### src/jsu_pkg.sv
// Types and constants shared by the modules of the JSON string unescaper.
package jsu_pkg;

    typedef enum logic [2:0] {
        PH_OPEN,
        PH_PLAIN,
        PH_ESC,
        PH_HEX1,
        PH_HIGH,
        PH_HIGH_BS,
        PH_HEX2
    } phase_t;

    typedef enum logic [1:0] {
        KIND_BYTE  = 2'd0,
        KIND_END   = 2'd1,
        KIND_ERROR = 2'd2
    } kind_t;

    typedef enum logic [1:0] {
        CMD_RAW,
        CMD_CP,
        CMD_END,
        CMD_ERR
    } cmd_op_t;

    localparam int CP_W = 21;

    typedef struct packed {
        cmd_op_t         op;
        logic [CP_W-1:0] value;
    } cmd_t;

    localparam logic [2:0] ERR_ESC_UNFINISHED = 3'd0;
    localparam logic [2:0] ERR_BAD_HEX        = 3'd1;
    localparam logic [2:0] ERR_HEX_UNFINISHED = 3'd2;
    localparam logic [2:0] ERR_UNPAIRED_HIGH  = 3'd3;
    localparam logic [2:0] ERR_LONE_LOW       = 3'd4;

endpackage

### src/jsu_if.sv
// Valid/ready channel interfaces for token bytes and result bytes.
interface jsu_token_if;
    logic       valid;
    logic       ready;
    logic [7:0] in_byte;
    logic       is_last;

    modport source (output valid, output in_byte, output is_last, input ready);
    modport sink (input valid, input in_byte, input is_last, output ready);
    modport monitor (input valid, input in_byte, input is_last, input ready);
endinterface

interface jsu_result_if;
    logic       valid;
    logic       ready;
    logic [1:0] out_kind;
    logic [7:0] out_byte;
    logic [2:0] error_code;
    logic       last_of_run;

    modport source (output valid, output out_kind, output out_byte, output error_code,
                    output last_of_run, input ready);
    modport sink (input valid, input out_kind, input out_byte, input error_code,
                  input last_of_run, output ready);
    modport monitor (input valid, input out_kind, input out_byte, input error_code,
                     input last_of_run, input ready);
endinterface

### src/jsu_front.sv
// Front end: escape-parsing state machine that turns each byte into at most one command.
module jsu_front
    import jsu_pkg::*;
(
    input  logic          clk,
    input  logic          rst_n,
    jsu_token_if.sink     token,
    input  logic          cmd_full,
    output logic          cmd_push,
    output cmd_t          cmd
);

    localparam logic [7:0] CH_BACKSLASH = 8'h5C;
    localparam logic [7:0] CH_U         = 8'h75;
    localparam logic [7:0] CH_B         = 8'h62;
    localparam logic [7:0] CH_F         = 8'h66;
    localparam logic [7:0] CH_N         = 8'h6E;
    localparam logic [7:0] CH_R         = 8'h72;
    localparam logic [7:0] CH_T         = 8'h74;
    localparam logic [7:0] CH_QUOTE     = 8'h22;
    localparam logic [7:0] CH_SLASH     = 8'h2F;
    localparam logic [15:0] HIGH_MIN    = 16'hD800;
    localparam logic [15:0] HIGH_MAX    = 16'hDBFF;
    localparam logic [15:0] LOW_MIN     = 16'hDC00;
    localparam logic [15:0] LOW_MAX     = 16'hDFFF;
    localparam logic [31:0] JOIN_OFFSET = 32'h035FDC00;

    // Returns the bad-digit flag above the 4-bit digit value.
    function automatic logic [4:0] hex_digit(input logic [7:0] b);
        logic [4:0] r;
        r = 5'h10;
        if (b >= 8'h30 && b <= 8'h39) r = {1'b0, 4'(b - 8'h30)};
        else if (b >= 8'h61 && b <= 8'h66) r = {1'b0, 4'(b - 8'h57)};
        else if (b >= 8'h41 && b <= 8'h46) r = {1'b0, 4'(b - 8'h37)};
        return r;
    endfunction

    phase_t      phase_reg, phase_next;
    logic [1:0]  hex_count_reg, hex_count_next;
    logic [15:0] first_unit_reg, first_unit_next;
    logic [15:0] hex_accum_reg, hex_accum_next;
    logic        skip_reg, skip_next;

    logic        accept;
    logic [4:0]  digit;
    logic        bad_digit;
    logic [15:0] unit;
    logic [31:0] joined;
    logic        unit_high;
    logic        unit_low;
    logic        cmd_valid;

    assign token.ready = !cmd_full;
    assign accept      = token.valid && token.ready;
    assign digit       = hex_digit(token.in_byte);
    assign bad_digit   = digit[4];
    assign unit        = {hex_accum_reg[11:0], digit[3:0]};
    assign joined      = ({16'b0, first_unit_reg} << 10) + {16'b0, unit} - JOIN_OFFSET;
    assign unit_high   = (unit >= HIGH_MIN) && (unit <= HIGH_MAX);
    assign unit_low    = (unit >= LOW_MIN) && (unit <= LOW_MAX);
    assign cmd_push    = accept && cmd_valid;

    always_comb
    begin
        phase_next      = phase_reg;
        hex_count_next  = hex_count_reg;
        first_unit_next = first_unit_reg;
        hex_accum_next  = hex_accum_reg;
        skip_next       = skip_reg;
        if (token.is_last)
        begin
            phase_next      = PH_OPEN;
            hex_count_next  = 2'd0;
            first_unit_next = 16'd0;
            hex_accum_next  = 16'd0;
            skip_next       = 1'b0;
        end
        else if (!skip_reg)
        begin
            unique case (phase_reg)
                PH_OPEN:
                begin
                    phase_next = PH_PLAIN;
                end
                PH_PLAIN:
                begin
                    if (token.in_byte == CH_BACKSLASH) phase_next = PH_ESC;
                end
                PH_ESC:
                begin
                    if (token.in_byte == CH_U)
                    begin
                        phase_next     = PH_HEX1;
                        hex_count_next = 2'd0;
                        hex_accum_next = 16'd0;
                    end
                    else
                    begin
                        phase_next = PH_PLAIN;
                    end
                end
                PH_HEX1, PH_HEX2:
                begin
                    if (bad_digit)
                    begin
                        skip_next = 1'b1;
                    end
                    else if (hex_count_reg != 2'd3)
                    begin
                        hex_count_next = hex_count_reg + 2'd1;
                        hex_accum_next = unit;
                    end
                    else
                    begin
                        hex_count_next = 2'd0;
                        hex_accum_next = 16'd0;
                        if (phase_reg == PH_HEX2)
                        begin
                            first_unit_next = 16'd0;
                            phase_next      = PH_PLAIN;
                        end
                        else if (unit_high)
                        begin
                            first_unit_next = unit;
                            phase_next      = PH_HIGH;
                        end
                        else if (unit_low)
                        begin
                            skip_next = 1'b1;
                        end
                        else
                        begin
                            phase_next = PH_PLAIN;
                        end
                    end
                end
                PH_HIGH:
                begin
                    if (token.in_byte != CH_BACKSLASH) skip_next = 1'b1;
                    else phase_next = PH_HIGH_BS;
                end
                PH_HIGH_BS:
                begin
                    if (token.in_byte != CH_U)
                    begin
                        skip_next = 1'b1;
                    end
                    else
                    begin
                        phase_next     = PH_HEX2;
                        hex_count_next = 2'd0;
                        hex_accum_next = 16'd0;
                    end
                end
                default:
                begin
                    phase_next = PH_OPEN;
                end
            endcase
        end
    end

    always_comb
    begin
        cmd_valid = 1'b0;
        cmd.op    = CMD_RAW;
        cmd.value = {{(CP_W-8){1'b0}}, token.in_byte};
        if (!skip_reg)
        begin
            unique case (phase_reg)
                PH_OPEN:
                begin
                    if (token.is_last)
                    begin
                        cmd_valid = 1'b1;
                        cmd.op    = CMD_END;
                    end
                end
                PH_PLAIN:
                begin
                    if (token.is_last)
                    begin
                        cmd_valid = 1'b1;
                        cmd.op    = CMD_END;
                    end
                    else if (token.in_byte != CH_BACKSLASH)
                    begin
                        cmd_valid = 1'b1;
                    end
                end
                PH_ESC:
                begin
                    if (token.is_last)
                    begin
                        cmd_valid = 1'b1;
                        cmd.op    = CMD_ERR;
                        cmd.value = CP_W'(ERR_ESC_UNFINISHED);
                    end
                    else
                    begin
                        unique case (token.in_byte)
                            CH_B:
                            begin
                                cmd_valid = 1'b1;
                                cmd.value = CP_W'(8'h08);
                            end
                            CH_F:
                            begin
                                cmd_valid = 1'b1;
                                cmd.value = CP_W'(8'h0C);
                            end
                            CH_N:
                            begin
                                cmd_valid = 1'b1;
                                cmd.value = CP_W'(8'h0A);
                            end
                            CH_R:
                            begin
                                cmd_valid = 1'b1;
                                cmd.value = CP_W'(8'h0D);
                            end
                            CH_T:
                            begin
                                cmd_valid = 1'b1;
                                cmd.value = CP_W'(8'h09);
                            end
                            CH_QUOTE, CH_SLASH, CH_BACKSLASH:
                            begin
                                cmd_valid = 1'b1;
                            end
                            default:
                            begin
                                cmd_valid = 1'b0;
                            end
                        endcase
                    end
                end
                PH_HEX1, PH_HEX2:
                begin
                    if (token.is_last)
                    begin
                        cmd_valid = 1'b1;
                        cmd.op    = CMD_ERR;
                        if (phase_reg == PH_HEX2 && hex_count_reg == 2'd0)
                            cmd.value = CP_W'(ERR_UNPAIRED_HIGH);
                        else
                            cmd.value = CP_W'(ERR_HEX_UNFINISHED);
                    end
                    else if (bad_digit)
                    begin
                        cmd_valid = 1'b1;
                        cmd.op    = CMD_ERR;
                        cmd.value = CP_W'(ERR_BAD_HEX);
                    end
                    else if (hex_count_reg == 2'd3)
                    begin
                        if (phase_reg == PH_HEX2)
                        begin
                            cmd_valid = 1'b1;
                            cmd.op    = CMD_CP;
                            cmd.value = joined[CP_W-1:0];
                        end
                        else if (unit_low)
                        begin
                            cmd_valid = 1'b1;
                            cmd.op    = CMD_ERR;
                            cmd.value = CP_W'(ERR_LONE_LOW);
                        end
                        else if (!unit_high)
                        begin
                            cmd_valid = 1'b1;
                            cmd.op    = CMD_CP;
                            cmd.value = CP_W'(unit);
                        end
                    end
                end
                PH_HIGH:
                begin
                    if (token.is_last || token.in_byte != CH_BACKSLASH)
                    begin
                        cmd_valid = 1'b1;
                        cmd.op    = CMD_ERR;
                        cmd.value = CP_W'(ERR_UNPAIRED_HIGH);
                    end
                end
                PH_HIGH_BS:
                begin
                    if (token.is_last || token.in_byte != CH_U)
                    begin
                        cmd_valid = 1'b1;
                        cmd.op    = CMD_ERR;
                        cmd.value = CP_W'(ERR_UNPAIRED_HIGH);
                    end
                end
                default:
                begin
                    cmd_valid = 1'b0;
                end
            endcase
        end
    end

    always_ff @(posedge clk or negedge rst_n)
    begin
        if (!rst_n)
        begin
            phase_reg      <= PH_OPEN;
            hex_count_reg  <= 2'd0;
            first_unit_reg <= 16'd0;
            hex_accum_reg  <= 16'd0;
            skip_reg       <= 1'b0;
        end
        else if (accept)
        begin
            phase_reg      <= phase_next;
            hex_count_reg  <= hex_count_next;
            first_unit_reg <= first_unit_next;
            hex_accum_reg  <= hex_accum_next;
            skip_reg       <= skip_next;
        end
    end

endmodule

### src/jsu_queue.sv
// Small register FIFO that holds commands between the parser and the encoder.
module jsu_queue
    import jsu_pkg::*;
#(
    parameter int DEPTH = 4
)
(
    input  logic clk,
    input  logic rst_n,
    input  logic push,
    input  cmd_t push_data,
    output logic full,
    output logic head_valid,
    output cmd_t head,
    input  logic pop
);

    localparam int PTR_W = (DEPTH > 1) ? $clog2(DEPTH) : 1;
    localparam int CNT_W = $clog2(DEPTH + 1);

    cmd_t             entry_reg [DEPTH];
    logic [PTR_W-1:0] wr_ptr_reg, wr_ptr_next;
    logic [PTR_W-1:0] rd_ptr_reg, rd_ptr_next;
    logic [CNT_W-1:0] count_reg, count_next;
    logic             do_push;
    logic             do_pop;

    assign full       = (count_reg == CNT_W'(DEPTH));
    assign head_valid = (count_reg != '0);
    assign head       = entry_reg[rd_ptr_reg];
    assign do_push    = push && !full;
    assign do_pop     = pop && head_valid;

    always_comb
    begin
        wr_ptr_next = wr_ptr_reg;
        rd_ptr_next = rd_ptr_reg;
        count_next  = count_reg;
        if (do_push)
            wr_ptr_next = (wr_ptr_reg == PTR_W'(DEPTH - 1)) ? '0 : wr_ptr_reg + 1'b1;
        if (do_pop)
            rd_ptr_next = (rd_ptr_reg == PTR_W'(DEPTH - 1)) ? '0 : rd_ptr_reg + 1'b1;
        if (do_push && !do_pop)
            count_next = count_reg + 1'b1;
        else if (do_pop && !do_push)
            count_next = count_reg - 1'b1;
    end

    always_ff @(posedge clk or negedge rst_n)
    begin
        if (!rst_n)
        begin
            wr_ptr_reg <= '0;
            rd_ptr_reg <= '0;
            count_reg  <= '0;
        end
        else
        begin
            wr_ptr_reg <= wr_ptr_next;
            rd_ptr_reg <= rd_ptr_next;
            count_reg  <= count_next;
        end
    end

    always_ff @(posedge clk)
    begin
        if (do_push) entry_reg[wr_ptr_reg] <= push_data;
    end

endmodule

### src/jsu_back.sv
// Back end: expands each command into result bytes through a registered output stage.
module jsu_back
    import jsu_pkg::*;
(
    input  logic        clk,
    input  logic        rst_n,
    input  logic        head_valid,
    input  cmd_t        head,
    output logic        pop,
    jsu_result_if.source result
);

    localparam logic [CP_W-1:0] LIMIT_1 = CP_W'(32'h80);
    localparam logic [CP_W-1:0] LIMIT_2 = CP_W'(32'h800);
    localparam logic [CP_W-1:0] LIMIT_3 = CP_W'(32'h10000);
    localparam logic [7:0] LEAD_2 = 8'hC0;
    localparam logic [7:0] LEAD_3 = 8'hE0;
    localparam logic [7:0] LEAD_4 = 8'hF0;
    localparam logic [7:0] CONT   = 8'h80;

    logic [1:0]      idx_reg, idx_next;
    logic            valid_reg, valid_next;
    kind_t           kind_reg, kind_next;
    logic [7:0]      byte_reg, byte_next;
    logic [2:0]      code_reg, code_next;
    logic            last_reg, last_next;

    logic            load;
    logic [1:0]      n_m1;
    logic [1:0]      remaining;
    logic [CP_W-1:0] chunk;
    logic [7:0]      enc_byte;
    logic            final_byte;

    assign load       = head_valid && (!valid_reg || result.ready);
    assign remaining  = n_m1 - idx_reg;
    assign final_byte = (idx_reg == n_m1);
    assign pop        = load && final_byte;

    always_comb
    begin
        n_m1 = 2'd0;
        if (head.op == CMD_CP)
        begin
            if (head.value < LIMIT_1) n_m1 = 2'd0;
            else if (head.value < LIMIT_2) n_m1 = 2'd1;
            else if (head.value < LIMIT_3) n_m1 = 2'd2;
            else n_m1 = 2'd3;
        end
    end

    always_comb
    begin
        unique case (remaining)
            2'd0: chunk = head.value;
            2'd1: chunk = head.value >> 6;
            2'd2: chunk = head.value >> 12;
            default: chunk = head.value >> 18;
        endcase
        if (idx_reg != 2'd0)
        begin
            enc_byte = CONT | {2'b00, chunk[5:0]};
        end
        else
        begin
            unique case (n_m1)
                2'd0: enc_byte = chunk[7:0];
                2'd1: enc_byte = LEAD_2 | chunk[7:0];
                2'd2: enc_byte = LEAD_3 | chunk[7:0];
                default: enc_byte = LEAD_4 | chunk[7:0];
            endcase
        end
    end

    always_comb
    begin
        idx_next   = idx_reg;
        valid_next = valid_reg;
        kind_next  = kind_reg;
        byte_next  = byte_reg;
        code_next  = code_reg;
        last_next  = last_reg;
        if (load)
        begin
            valid_next = 1'b1;
            last_next  = final_byte;
            idx_next   = final_byte ? 2'd0 : idx_reg + 2'd1;
            code_next  = 3'd0;
            byte_next  = 8'd0;
            unique case (head.op)
                CMD_RAW:
                begin
                    kind_next = KIND_BYTE;
                    byte_next = head.value[7:0];
                end
                CMD_CP:
                begin
                    kind_next = KIND_BYTE;
                    byte_next = enc_byte;
                end
                CMD_END:
                begin
                    kind_next = KIND_END;
                end
                default:
                begin
                    kind_next = KIND_ERROR;
                    code_next = head.value[2:0];
                end
            endcase
        end
        else if (result.ready)
        begin
            valid_next = 1'b0;
        end
    end

    always_ff @(posedge clk or negedge rst_n)
    begin
        if (!rst_n)
        begin
            idx_reg   <= 2'd0;
            valid_reg <= 1'b0;
        end
        else
        begin
            idx_reg   <= idx_next;
            valid_reg <= valid_next;
        end
    end

    always_ff @(posedge clk)
    begin
        kind_reg <= kind_next;
        byte_reg <= byte_next;
        code_reg <= code_next;
        last_reg <= last_next;
    end

    assign result.valid       = valid_reg;
    assign result.out_kind    = kind_reg;
    assign result.out_byte    = byte_reg;
    assign result.error_code  = code_reg;
    assign result.last_of_run = last_reg;

endmodule

### src/json_string_unescape_utf8_unit.sv
// Top level of the streaming JSON string unescaper with UTF-8 output.
//
//   Channel   Direction   Payload                                       Request
//   token     in          in_byte[7:0], is_last                         one token byte
//   result    out         out_kind[1:0], out_byte[7:0],                 one result item
//                         error_code[2:0], last_of_run
//
// The parser takes one byte per cycle while the command queue has room.
// A code point leaves as 1 to 4 result bytes, one per cycle while the result side is ready,
// from the encoder's output register; every other command gives one result.
// An accepted byte's command passes through the queue, then the output register, before its first result.
// Reset clears the parser, the queue and the output stage; no clearing pass is needed.
// A stalled result side fills the queue of QUEUE_DEPTH commands, then holds token ready low.
module json_string_unescape_utf8_unit
    import jsu_pkg::*;
#(
    parameter int QUEUE_DEPTH = 4
)
(
    input  logic         clk,
    input  logic         rst_n,
    jsu_token_if.sink    token,
    jsu_result_if.source result
);

    logic cmd_push;
    cmd_t cmd;
    logic cmd_full;
    logic head_valid;
    cmd_t head;
    logic pop;

    jsu_front u_front (
        .clk      (clk),
        .rst_n    (rst_n),
        .token    (token),
        .cmd_full (cmd_full),
        .cmd_push (cmd_push),
        .cmd      (cmd)
    );

    jsu_queue #(
        .DEPTH (QUEUE_DEPTH)
    ) u_queue (
        .clk        (clk),
        .rst_n      (rst_n),
        .push       (cmd_push),
        .push_data  (cmd),
        .full       (cmd_full),
        .head_valid (head_valid),
        .head       (head),
        .pop        (pop)
    );

    jsu_back u_back (
        .clk        (clk),
        .rst_n      (rst_n),
        .head_valid (head_valid),
        .head       (head),
        .pop        (pop),
        .result     (result)
    );

endmodule

### src/flat_wrapper.sv
// flat-port wrapper written by rule: the top's interface ports become plain ports
module json_string_unescape_utf8_unit_flat import jsu_pkg::*;
#(
    parameter int QUEUE_DEPTH = 4
)
  (clk, rst_n, token_valid, token_in_byte, token_is_last, token_ready, result_valid, result_out_kind, result_out_byte, result_error_code, result_last_of_run, result_ready);
  jsu_token_if token_i ();
  jsu_result_if result_i ();
  input  logic clk;
  input  logic rst_n;
  input wire logic [$bits(token_i.valid)-1:0] token_valid;
  input wire logic [$bits(token_i.in_byte)-1:0] token_in_byte;
  input wire logic [$bits(token_i.is_last)-1:0] token_is_last;
  output wire logic [$bits(token_i.ready)-1:0] token_ready;
  output wire logic [$bits(result_i.valid)-1:0] result_valid;
  output wire logic [$bits(result_i.out_kind)-1:0] result_out_kind;
  output wire logic [$bits(result_i.out_byte)-1:0] result_out_byte;
  output wire logic [$bits(result_i.error_code)-1:0] result_error_code;
  output wire logic [$bits(result_i.last_of_run)-1:0] result_last_of_run;
  input wire logic [$bits(result_i.ready)-1:0] result_ready;
  assign token_i.valid = token_valid;
  assign token_i.in_byte = token_in_byte;
  assign token_i.is_last = token_is_last;
  assign token_ready = token_i.ready;
  assign result_valid = result_i.valid;
  assign result_out_kind = result_i.out_kind;
  assign result_out_byte = result_i.out_byte;
  assign result_error_code = result_i.error_code;
  assign result_last_of_run = result_i.last_of_run;
  assign result_i.ready = result_ready;
  json_string_unescape_utf8_unit #(.QUEUE_DEPTH(QUEUE_DEPTH)) u_core (.clk(clk), .rst_n(rst_n), .token(token_i), .result(result_i));
endmodule
### config.mk
export PLATFORM = sky130hd
export DESIGN_NAME = json_string_unescape_utf8_unit_flat
export DESIGN_NICKNAME = d
export VERILOG_FILES = /design/src/jsu_pkg.sv /design/src/jsu_if.sv /design/src/jsu_front.sv /design/src/jsu_queue.sv /design/src/jsu_back.sv /design/src/json_string_unescape_utf8_unit.sv /design/src/flat_wrapper.sv
export SDC_FILE = /design/constraint.sdc
export NUM_CORES = 1
export LEC_CHECK = 0
export BUFFER_PORTS_ARGS = -buffer_cell sky130_fd_sc_hd__buf_2
export CELL_PAD_IN_SITES_DETAIL_PLACEMENT = 0
export CELL_PAD_IN_SITES_GLOBAL_PLACEMENT = 1
export CORE_MARGIN = 1.5
export CORE_UTILIZATION = 25
export CTS_CLUSTER_DIAMETER = 150
export DETAILED_ROUTE_END_ITERATION = 10
export GPL_TIMING_DRIVEN = 1
export PLACE_DENSITY_LB_ADDON = 0.1
export RECOVER_POWER = 100
export SLEW_MARGIN = 20
export SYNTH_ARGS = -nofsm -noshare
export SYNTH_HDL_FRONTEND = slang
export SYNTH_SLANG_ARGS = --single-unit
export TNS_END_PERCENT = 10
### constraint.sdc
create_clock -name clk -period 5.77 [get_ports clk]
set_input_delay 0.8655 -clock clk [delete_from_list [all_inputs] [get_ports clk]]
set_output_delay 0.8655 -clock clk [all_outputs]
set_load 0.1 [all_outputs]
== After elaboration in Yosys (flattened, before gate mapping) ==
Memory sizes are Yosys's and may differ from the RTL's.
Cells that the tools add are included.

* Memories: 1
* Bits of input ports: 13
* Memory bits (read-only): 0
* Bits in writable memories: 92
* Register bits after elaboration: 53
* Latch bits: 0
* Output and inout bits: 16

{| class="wikitable"
|+ Memories
! name !! words !! width !! rd ports !! clocked after memory_dff !! wr ports !! RTL line !! text
|-
| u_core.u_queue.entry_reg || 4 || 23 || 1 || 0 || 1 || jsu_queue.sv:21 || <nowiki>cmd_t entry_reg [DEPTH];</nowiki>
|}

* Reduce and logical (&&, ||, !) cells: 41
* Add/sub/neg operators: 12
* Div/mod/pow operators: 0
* $lt $le $gt $ge: 13
* Bitwise gates (word level): 0
* Eq/ne operators: 39
* Shift-type cells: 0
* Multiplexer cells: 94
* Multipliers: 0

{| class="wikitable"
|+ Operator list
! cell !! number
|-
| $mux W23 || 8
|-
| $pmux W21 S4 || 1
|-
| $mux W11 || 7
|-
| $mux W12 || 6
|-
| $eq A8 B7 Y1 const B || 7
|-
| $pmux W8 S3 || 2
|-
| $pmux W8 S5 || 1
|-
| $mux W3 || 12
|-
| $pmux W12 S3 || 1
|-
| $ge A16 B16 Y1 const B || 2
|-
| $le A16 B16 Y1 const B || 2
|-
| $mux W2 || 15
|-
| $mux W1 || 28
|-
| $mux W22 || 1
|-
| $add A21 B16 Y21 || 1
|-
| $lt A21 B12 Y1 const B || 1
|-
| $lt A21 B17 Y1 const B || 1
|-
| $lt A21 B8 Y1 const B || 1
|-
| $sub A21 B21 Y21 const B || 1
|-
| $ne A3 B3 Y1 const B || 6
|-
| $pmux W3 S6 || 1
|-
| $eq A8 B6 Y1 const B || 2
|-
| $ge A8 B7 Y1 const B || 2
|-
| $le A8 B7 Y1 const B || 2
|-
| 38 further kinds || 88
|}

== Logic depth before layout (Yosys ltp) ==
Gate-level depths: netlist of the first run.

* Word-level depth: 21
* Depth in mapped cells: 17
* Gate-level depth less buffers: 14

== Hierarchy ==
Synthesis of the first run repeated with hierarchy kept, for this count alone.

* Cells, all modules: 686
* Area, all modules: 7,971.4 sq um

{| class="wikitable"
|+ By module, submodules not included
! module !! cells each !! area an instance (sq um) !! instances !! sequential area each (sq um)
|-
| jsu_queue || 158 || 3,829.9 || 1 || 2,937.8
|-
| jsu_front || 387 || 2,841.5 || 1 || 725.7
|-
| jsu_back || 141 || 1,300.0 || 1 || 495.5
|}

== Least setup slack after synthesis of the first run ==
No wires, ideal clock.

* Kind: reg2reg
* Start: register u_core.u_queue.rd_ptr_reg[0]
* End: register u_core.u_back.byte_reg[6], in the netlist u_core.u_back.result.out_byte[6], data pin
* Stages on the path, launching flop included: 15
* Required time: 5.514 ns
* Library setup time: 0.256 ns
* Setup slack: 1.593 ns
* Buffers on the path: 3
* Arrival: 3.921 ns
* Period minus slack after synthesis: 4.177 ns
* Cells stage by stage: dfrtp_1 -> buf_6 -> buf_6 -> buf_1 -> mux4_2 -> or4_1 -> nand3_1 -> nand2_1 -> nand2_1 -> ha_1 -> xor2_1 -> xnor2_4 -> mux2i_1 -> o22ai_1 -> a41o_1

* Word-level cells in the longest chain between the ends: 12

{| class="wikitable"
|+ RTL lines
! element !! RTL line !! text
|-
| start: declaration || jsu_queue.sv:23 || <nowiki>logic [PTR_W-1:0] rd_ptr_reg, rd_ptr_next;</nowiki>
|-
| start signal: assignment || jsu_queue.sv:60 || <nowiki>rd_ptr_reg <= rd_ptr_next;</nowiki>
|-
| $mem_v2 Z4 W23 (*) || - ||
|-
| $lt A21 B17 Y1 || jsu_back.sv:47 || <nowiki>else if (head.value < LIMIT_3) n_m1 = 2'd2;</nowiki>
|-
| $mux W1 || jsu_back.sv:47 ||
|-
| $mux W2 || jsu_back.sv:46 || <nowiki>else if (head.value < LIMIT_2) n_m1 = 2'd1;</nowiki>
|-
| $mux W2 || jsu_back.sv:45 || <nowiki>if (head.value < LIMIT_1) n_m1 = 2'd0;</nowiki>
|-
| $mux W2 || jsu_back.sv:43 || <nowiki>if (head.op == CMD_CP)</nowiki>
|-
| $sub A2 B2 Y2 || jsu_back.sv:36 || <nowiki>assign remaining = n_m1 - idx_reg;</nowiki>
|-
| $eq A2 B2 Y1, or another cell as far along || jsu_back.sv:54 || <nowiki>unique case (remaining)</nowiki>
|-
| $pmux W8 S3 || jsu_back.sv:54 ||
|-
| $pmux W8 S3 || jsu_back.sv:66 || <nowiki>unique case (n_m1)</nowiki>
|-
| $mux W8 || jsu_back.sv:60 || <nowiki>if (idx_reg != 2'd0)</nowiki>
|-
| $pmux W8 S2 (*) || jsu_back.sv:90 || <nowiki>unique case (head.op)</nowiki>
|-
| end signal: assignment || jsu_back.sv:135 || <nowiki>byte_reg <= byte_next;</nowiki>
|-
| end: declaration || jsu_back.sv:24 || <nowiki>logic [7:0] byte_reg, byte_next;</nowiki>
|}

Every way passes the cells marked *; elsewhere a longest branch is shown, timed or not.
A chain may end at the register's enable or synchronous reset.

== Worst setup path after layout of the first run ==
* Start: input port token_in_byte[0]
* End: memory u_core.u_queue.entry_reg[3][9] (netlist bit), enable pin

* Word-level cells in the longest chain between the ends: 19

{| class="wikitable"
|+ RTL lines
! element !! RTL line !! text
|-
| start: declaration || flat_wrapper.sv:12 || <nowiki>input wire logic [$bits(token_i.in_byte)-1:0] token_in_byte;</nowiki>
|-
| $ge A8 B7 Y1 / $le A8 B7 Y1 (equally long branches) || jsu_front.sv:34 || <nowiki>else if (b >= 8'h41 && b <= 8'h46) r = {1'b0, 4'(b - 8'h37)};</nowiki>
|-
| $logic_and A1 B1 Y1 || jsu_front.sv:34 ||
|-
| $mux W5 || jsu_front.sv:34 ||
|-
| $mux W5 || jsu_front.sv:33 || <nowiki>else if (b >= 8'h61 && b <= 8'h66) r = {1'b0, 4'(b - 8'h57)};</nowiki>
|-
| $mux W5 || jsu_front.sv:32 || <nowiki>if (b >= 8'h30 && b <= 8'h39) r = {1'b0, 4'(b - 8'h30)};</nowiki>
|-
| $ge A16 B16 Y1 / $le A16 B16 Y1 (equally long branches) || jsu_front.sv:59 || <nowiki>assign unit_high = (unit >= HIGH_MIN) && (unit <= HIGH_MAX);</nowiki>
|-
| $logic_and A1 B1 Y1 || jsu_front.sv:59 ||
|-
| $mux W1 || jsu_front.sv:269 || <nowiki>else if (!unit_high)</nowiki>
|-
| [4 not listed] || - ||
|-
| $mux W1 || jsu_front.sv:240 || <nowiki>if (token.is_last)</nowiki>
|-
| $pmux W1 S6 (*) || jsu_front.sv:170 || <nowiki>unique case (phase_reg)</nowiki>
|-
| $mux W1 (*) || jsu_front.sv:168 || <nowiki>if (!skip_reg)</nowiki>
|-
| $logic_and A1 B1 Y1 (*) || jsu_front.sv:61 || <nowiki>assign cmd_push = accept && cmd_valid;</nowiki>
|-
| $logic_and A1 B1 Y1 (*) || jsu_queue.sv:31 || <nowiki>assign do_push = push && !full;</nowiki>
|-
| via u_core.u_queue.do_push || jsu_queue.sv:25 || <nowiki>logic do_push;</nowiki>
|-
| $mux W1 (*) || jsu_queue.sv:67 || <nowiki>if (do_push) entry_reg[wr_ptr_reg] <= push_data;</nowiki>
|-
| $mux W1 (not written as such) (*) || jsu_queue.sv:67 ||
|-
| end: declaration || jsu_queue.sv:21 ||
|}

Mark *: on every way through the listed nets, which the timed path passes. The rest lies on a longest branch.

==> flow_metrics.tcl, run 1 <==
set metrics [dict create \
    cts_sinks 145 \
    leakage_nw 3.14 \
    num-nets-final 729 \
    cts_setup_buffers 0 \
    start_kind "input pin" \
    drv_slew 40 \
    p_per_area_nw_per_um2 520 \
    ir_drop_v 0.000215 \
    gr-usage-all-layers_pct 13.8 \
    syn_area_um2 7710 \
    crit_end "u_core.u_queue.entry_reg[3][9]$_DFFE_PP_" \
    yosys_register_bits 145 \
    period_minus_slack_ns 4.97 \
    ios 29 \
    numPortBuffers 28 \
    largest_reg_flops 92 \
    die-area_um2 31900 \
    crit_type "input pin to register" \
    sw_frac_of_total_pct 42.7 \
    hold_violations 0 \
    avgSynthCellArea_um2 11.8 \
    timing.slew.headroom_pct -80.2 \
    rsz0062_at_grt "false" \
    grt_pass1_wl_um 32600 \
    areaGrowthSynthToFinish_pct 14.6 \
    setup_viol 0 \
    die_y_um 179 \
    start_util_pct 25.3 \
    ff2ff_setup_slack_ns 0.96 \
    clk_pin_slew_ns 0.07 \
    synth_cell_types 74 \
    overflow 0 \
    pwr-share-seq_pct 33.6 \
    rows 64 \
    crit_fanout 23 \
    synthArstFlopShare_pct 26.9 \
    antenna_found_initial 0 \
    hp-class "register to register" \
    final_cell_area_um2 8840 \
    ys.warnings.count 0 \
    max_freq_ghz 0.201 \
    critPathCaptureType "register" \
    p_clk_share_pct 23.9 \
    dr_total_vias 5389 \
    p_int_mw 2.63 \
    combPwrFrac_pct 42.5 \
    synth_top_area_share_pct 41.3 \
    num-fill-cells 3148 \
    grt_pass1_vias 5478 \
    finalClockSkew_ns 0.0137 \
    cts-root-buf "clkbuf_16" \
    worstMarginPinSlew_ns 2.70 \
    placed_area_um2 8330 \
    syn_nets 697 \
    drtPass1Iterations 6 \
    holdBufCountCts 0 \
    cp-startpoint "token_in_byte[0]" \
    violations "max-capacitance violations, max-slew violations" \
    ys_seq_area_share_pct 53.9 \
    clockBufferDepth 2 \
    detailed_place_hpwl_um 15000 \
    core_um2 30500 \
    synth_edf_count 106 \
    wl_um 20800 \
    routedWlPerCell_um 19.0 \
    r2r_end "u_core.u_back.result.out_byte[6]$_DFFE_PP_" \
    drc_errors 0 \
    viasPerCell 4.93 \
    synth_ff_type "edfxtp_1" \
    clock_latency_ns 0.42 \
    crit_arrival_ns 4.99 \
    drive_gt1_share_pct 11.8 \
    grt_start_max_net_pins 40 \
    drtIter0Drc 459 \
    timing.hold.ws_ns 0.484 \
    drtAntennaViolNets 0 \
    cp_data_required_time_ns 5.79 \
    cts_buffers 17 \
    status "complete, but fails checks" \
    die_x_um 179 \
    r2r-start "u_core.u_queue.rd_ptr_reg[0]$_DFFE_PN0P_" \
    place_congestion 0.829 \
    p_sw_mw 1.96 \
    maxCapViolations 2 \
    fin_crit_sh_pct 86.2 \
    cts-htree-levels 4 \
    syn_inst 651 \
    ys_top_cells_by_area "edfxtp_1 (41%), dfrtp_1 (13%), mux4_2 (6.7%), ha_1 (5.0%), nand2_1 (3.9%)" \
    cts_tree "built" \
    antenna_cells 0 \
    cts_resized 0 \
    fin_tns_setup_ns 0 \
    rr_worst_depth 12 \
    synth_area_leader_cell "edfxtp_1" \
]
cell type report:
class,count,area [um^2],share of cell area [%]
clock buffer,19,443,5.01
clock inverter,13,143,1.61
inverter,34,130,1.47
multi-input combinational,444,3270,37.0
sequential,145,4160,47.0
tap,396,495,5.60
timing repair buffer,41,198,2.24
routing by layer:
| metal | share of wire, % | vias to the layer above | GRT usage, % |
|---|---|---|---|
| li1 | - | 2527 | - |
| met1 | 47 | 2714 | 18.4 |
| met2 | 48 | 131 | 22.9 |
| met3 | 3.4 | 17 | 2.39 |
| met4 | 1.4 | 0 | 3.75 |
| met5 | 0 | - | 0 |
power groups by stage:
stage	logic [mW]	clock network (mW)	registers (mW)
2_1_floorplan	1.23	0	1.86
5_1_grt	2.12	1.17	1.57
6_report	1.95	1.10	1.54
4_1_cts	2.03	1.13	1.54
3_3_place_gp	2.03	0	1.57
3_5_place_dp	2.02	0	1.56
worst min-delay path by stage:
stage / depth (start not counted) / slack [ns] / start / endpoint
detailed placement: 2 / 0.47 / u_core.u_front.first_unit_reg[0]$_DFFE_PN0P_ / u_core.u_front.first_unit_reg[0]$_DFFE_PN0P_
floorplan: 2 / 0.44 / u_core.u_front.first_unit_reg[0]$_DFFE_PN0P_ / u_core.u_front.first_unit_reg[0]$_DFFE_PN0P_
global placement: 2 / 0.47 / u_core.u_front.first_unit_reg[0]$_DFFE_PN0P_ / u_core.u_front.first_unit_reg[0]$_DFFE_PN0P_
CTS: 2 / 0.49 / u_core.u_front.first_unit_reg[0]$_DFFE_PN0P_ / u_core.u_front.first_unit_reg[0]$_DFFE_PN0P_
global route: 2 / 0.51 / u_core.u_front.first_unit_reg[0]$_DFFE_PN0P_ / u_core.u_front.first_unit_reg[0]$_DFFE_PN0P_
finish: 2 / 0.48 / u_core.u_front.first_unit_reg[0]$_DFFE_PN0P_ / u_core.u_front.first_unit_reg[0]$_DFFE_PN0P_
metrics by stage:
stage	setup WS [ns]	util [%]	power (mW)	std cells
2_1_floorplan	1.59	-	3.08	651
3_3_place_gp	0.922	27.3	3.60	1060
3_5_place_dp	1.01	27.3	3.58	1060
4_1_cts	1.16	29.2	4.71	1092
5_1_grt	0.408	29.0	4.87	1092
6_report	0.798	29.0	4.59	1092
cell usage after synthesis, types with 3 or more instances:
library cell / number
a2111oi_0: 3
a21o_1: 9
a21oi_1: 35
a22o_1: 10
a31oi_1: 9
and2_1: 10
and3_1: 8
clkbuf_1: 22
dfrtp_1: 39
edfxtp_1: 106
ha_1: 31
inv_1: 32
mux2_1: 5
mux2i_1: 3
mux4_2: 23
nand2_1: 81
nand2b_1: 6
nand3_1: 18
nand3b_1: 5
nand4_1: 10
nand4b_1: 4
nor2_1: 32
nor2b_1: 8
nor3_1: 7
nor3b_1: 5
nor4_1: 3
o211ai_1: 7
o21ai_0: 15
o21ai_1: 23
o22ai_1: 6
o31ai_1: 3
o41ai_1: 4
or4_1: 4
xnor2_1: 9
xor2_1: 5
cell usage in the layout, fill, tap and decap left out, types with 5 or more instances in the layout:
cell and instances:
nor3b_1 5, a21oi_1 34, o21ai_1 5, o211ai_1 7, buf_4 8, o21ai_0 33
buf_2 11, nand4_1 10, xnor2_1 10, nand3_1 18, mux2_1 6, ha_1 31
a31oi_1 9, a21o_1 9, clkbuf_1 23, and3_1 8, nand2b_1 6, nand3b_1 5
inv_1 32, edfxtp_1 106, xor2_1 5, nor2b_1 8, mux4_2 23, a22o_1 10
nand2_1 81, nor2_1 32, nor4_1 5, o22ai_1 6, inv_8 5, nor3_1 7
and2_0 6, clkbuf_16 17, dfrtp_1 38
critical path, cell delays in order:
cell and delay [ns]:
clkbuf_1 0.31, inv_1 0.26, ha_1 0.27, o21bai_1 0.19
a2111o_1 0.40, nand2_1 0.22, a21oi_1 0.30, o311ai_0 0.25
a21oi_1 0.62, and2_1 0.21, clkbuf_1 1.08
kinds of logic after synthesis:
family | share of synthesized area, %
multiplexers | 8.13
XOR/XNOR | 2.16
flip-flops | 53.9
AND/OR/NAND/NOR | 14.4
adder cells (fa/ha/maj) | 5.55
AO/OA/AOI/OAI | 12.6
buffers and inverters | 3.28
Note: power is estimated with default switching activity, not from simulation.
==> run 2: changes to the inputs <==
Clock period 5.77 ns to 4.5 ns, I/O delays scaled along.
==> flow_metrics.tcl, run 2 (same netlist as run 1, synthesis figures left out) <==
set metrics [dict create \
    status "complete, but fails checks" \
    violations "max-capacitance violations, max-slew violations" \
    max_freq_ghz 0.242 \
    rows 64 \
    ios 29 \
    slowest_delay_ns 0.60 \
    hp-class "register to register" \
    worstMarginPinSlew_ns 2.66 \
    cts_resized 0 \
    maxCapViolations 1 \
    largest_reg_flops 92 \
    clock_latency_ns 0.43 \
    cp_data_required_time_ns 4.68 \
    drive_gt1_share_pct 13.3 \
    drtAntennaViolNets 0 \
    grt_pass1_wl_um 32800 \
    die_y_um 179 \
    place_congestion 0.872 \
    drtIter0Drc 347 \
    placed_area_um2 8420 \
    cts_sinks 145 \
    grt_start_max_net_pins 40 \
    dr_total_vias 5378 \
    wl_um 21100 \
    crit_fanout 9 \
    clockBufferDepth 2 \
    dp_slack_ns 0.226 \
    ir_drop_v 0.000280 \
    rsz0062_at_grt "false" \
    cp_slowest_cell "mux4_2" \
    antenna_cells 0 \
    cts_tree "built" \
    cts-root-buf "clkbuf_16" \
    final_cell_area_um2 8940 \
    power_mw 5.97 \
    drtPass1Iterations 4 \
    die-area_um2 31900 \
    leakage_nw 3.22 \
    p_per_area_nw_per_um2 668 \
    fin_crit_sh_pct 92.0 \
    start_kind "register" \
    layout_common_cells "edfxtp_1 (106), nand2_1 (81), dfrtp_1 (39)" \
    hold_violations 0 \
    gr-usage-all-layers_pct 13.8 \
    num-nets-final 742 \
    drv_slew 40 \
    final_common_cell "edfxtp_1" \
    crit_family "multiplexers" \
    cts-htree-levels 4 \
    crit_type "register to register" \
    routedWlPerCell_um 19.1 \
    worst-path-buf-inv 1 \
    grt_pass1_vias 5500 \
    start_util_pct 25.3 \
    cts_setup_buffers 0 \
    critPathCaptureType "register" \
    viasPerCell 4.87 \
    cts_buffers 17 \
    numPortBuffers 28 \
    cp_common_cell "nand2_1" \
    core_um2 30500 \
    antenna_found_initial 0 \
    clk_pin_slew_ns 0.07 \
    path_cells "buf_4 -> mux4_2 -> or4_1 -> nand3_1 -> nand2_1 -> nand2_1 -> ha_1 -> xor2_1 -> xnor2_1 -> mux2i_1 -> o22ai_1 -> a41o_1" \
    period_minus_slack_ns 4.14 \
    timing.slew.headroom_pct -77.5 \
    drc_errors 0 \
    overflow 0 \
    detailed_place_hpwl_um 15200 \
    areaGrowthSynthToFinish_pct 15.9 \
    setup_ws_ns 0.361 \
    setup_viol 0 \
    fin_tns_setup_ns 0 \
    holdBufCountCts 0 \
    timing.hold.ws_ns 0.483 \
    die_x_um 179 \
    crit_arrival_ns 4.32 \
    finalClockSkew_ns 0.0212 \
]
-- run 2: path summary, 6_finish.rpt --
| path | start | cells past startpoint | to | slack (ns) |
|---|---|---|---|---|
| max | u_core.u_queue.rd_ptr_reg[0]$_DFFE_PN0P_ | 12 | u_core.u_back.result.out_byte[6]$_DFFE_PP_ | 0.36 |
| min | u_core.u_front.first_unit_reg[0]$_DFFE_PN0P_ | 2 | u_core.u_front.first_unit_reg[0]$_DFFE_PN0P_ | 0.48 |
| max reg2reg | u_core.u_queue.rd_ptr_reg[0]$_DFFE_PN0P_ | 12 | u_core.u_back.result.out_byte[6]$_DFFE_PP_ | 0.36 |
| min reg2reg | u_core.u_front.first_unit_reg[0]$_DFFE_PN0P_ | 2 | u_core.u_front.first_unit_reg[0]$_DFFE_PN0P_ | 0.48 |
| max in group asynchronous | rst_n | 2 | u_core.u_front.hex_accum_reg[4]$_DFFE_PN0P_ | 1.79 |
| min in group asynchronous | rst_n | 2 | u_core.u_back.idx_reg[0]$_DFFE_PN0P_ | 1.17 |
-- run 2: layout make-up --
type	count	area, um^2
timing repair buffer	54	278
fill	3122	21600
sequential	145	4160
clock inverter	15	170
inverter	34	130
multi-input combinational	444	3280
clock buffer	17	425
tap	396	495
-- run 2: tightest hold or removal path: stages, from the launching register on --
cell and delay (ns):
dfrtp_1 0.35, nand2_1 0.05, o41ai_1 0.05
-- run 2: power breakdown --
| group | internal [mW] | leakage [nW] | switching [mW] |
|---|---|---|---|
| Combinational | 0.824 | 1.40 | 1.83 |
| Sequential | 1.79 | 1.53 | 0.116 |
| Clock | 0.790 | 0.285 | 0.630 |
-- run 2: through the flow --
step	util, %	std cells
2_1_floorplan	-	651
3_3_place_gp	27.6	1073
3_5_place_dp	27.6	1073
4_1_cts	29.6	1105
5_1_grt	29.3	1105
6_report	29.3	1105
-- run 2: metal layers --
layer / wire length [um] / part of all wire, % / track usage [%]
met1: 10100 / 48 / 18.8
met2: 10200 / 48 / 22.5
met3: 627 / 3.0 / 2.43
met4: 146 / 0.69 / 3.26
met5: 0 / 0 / 0
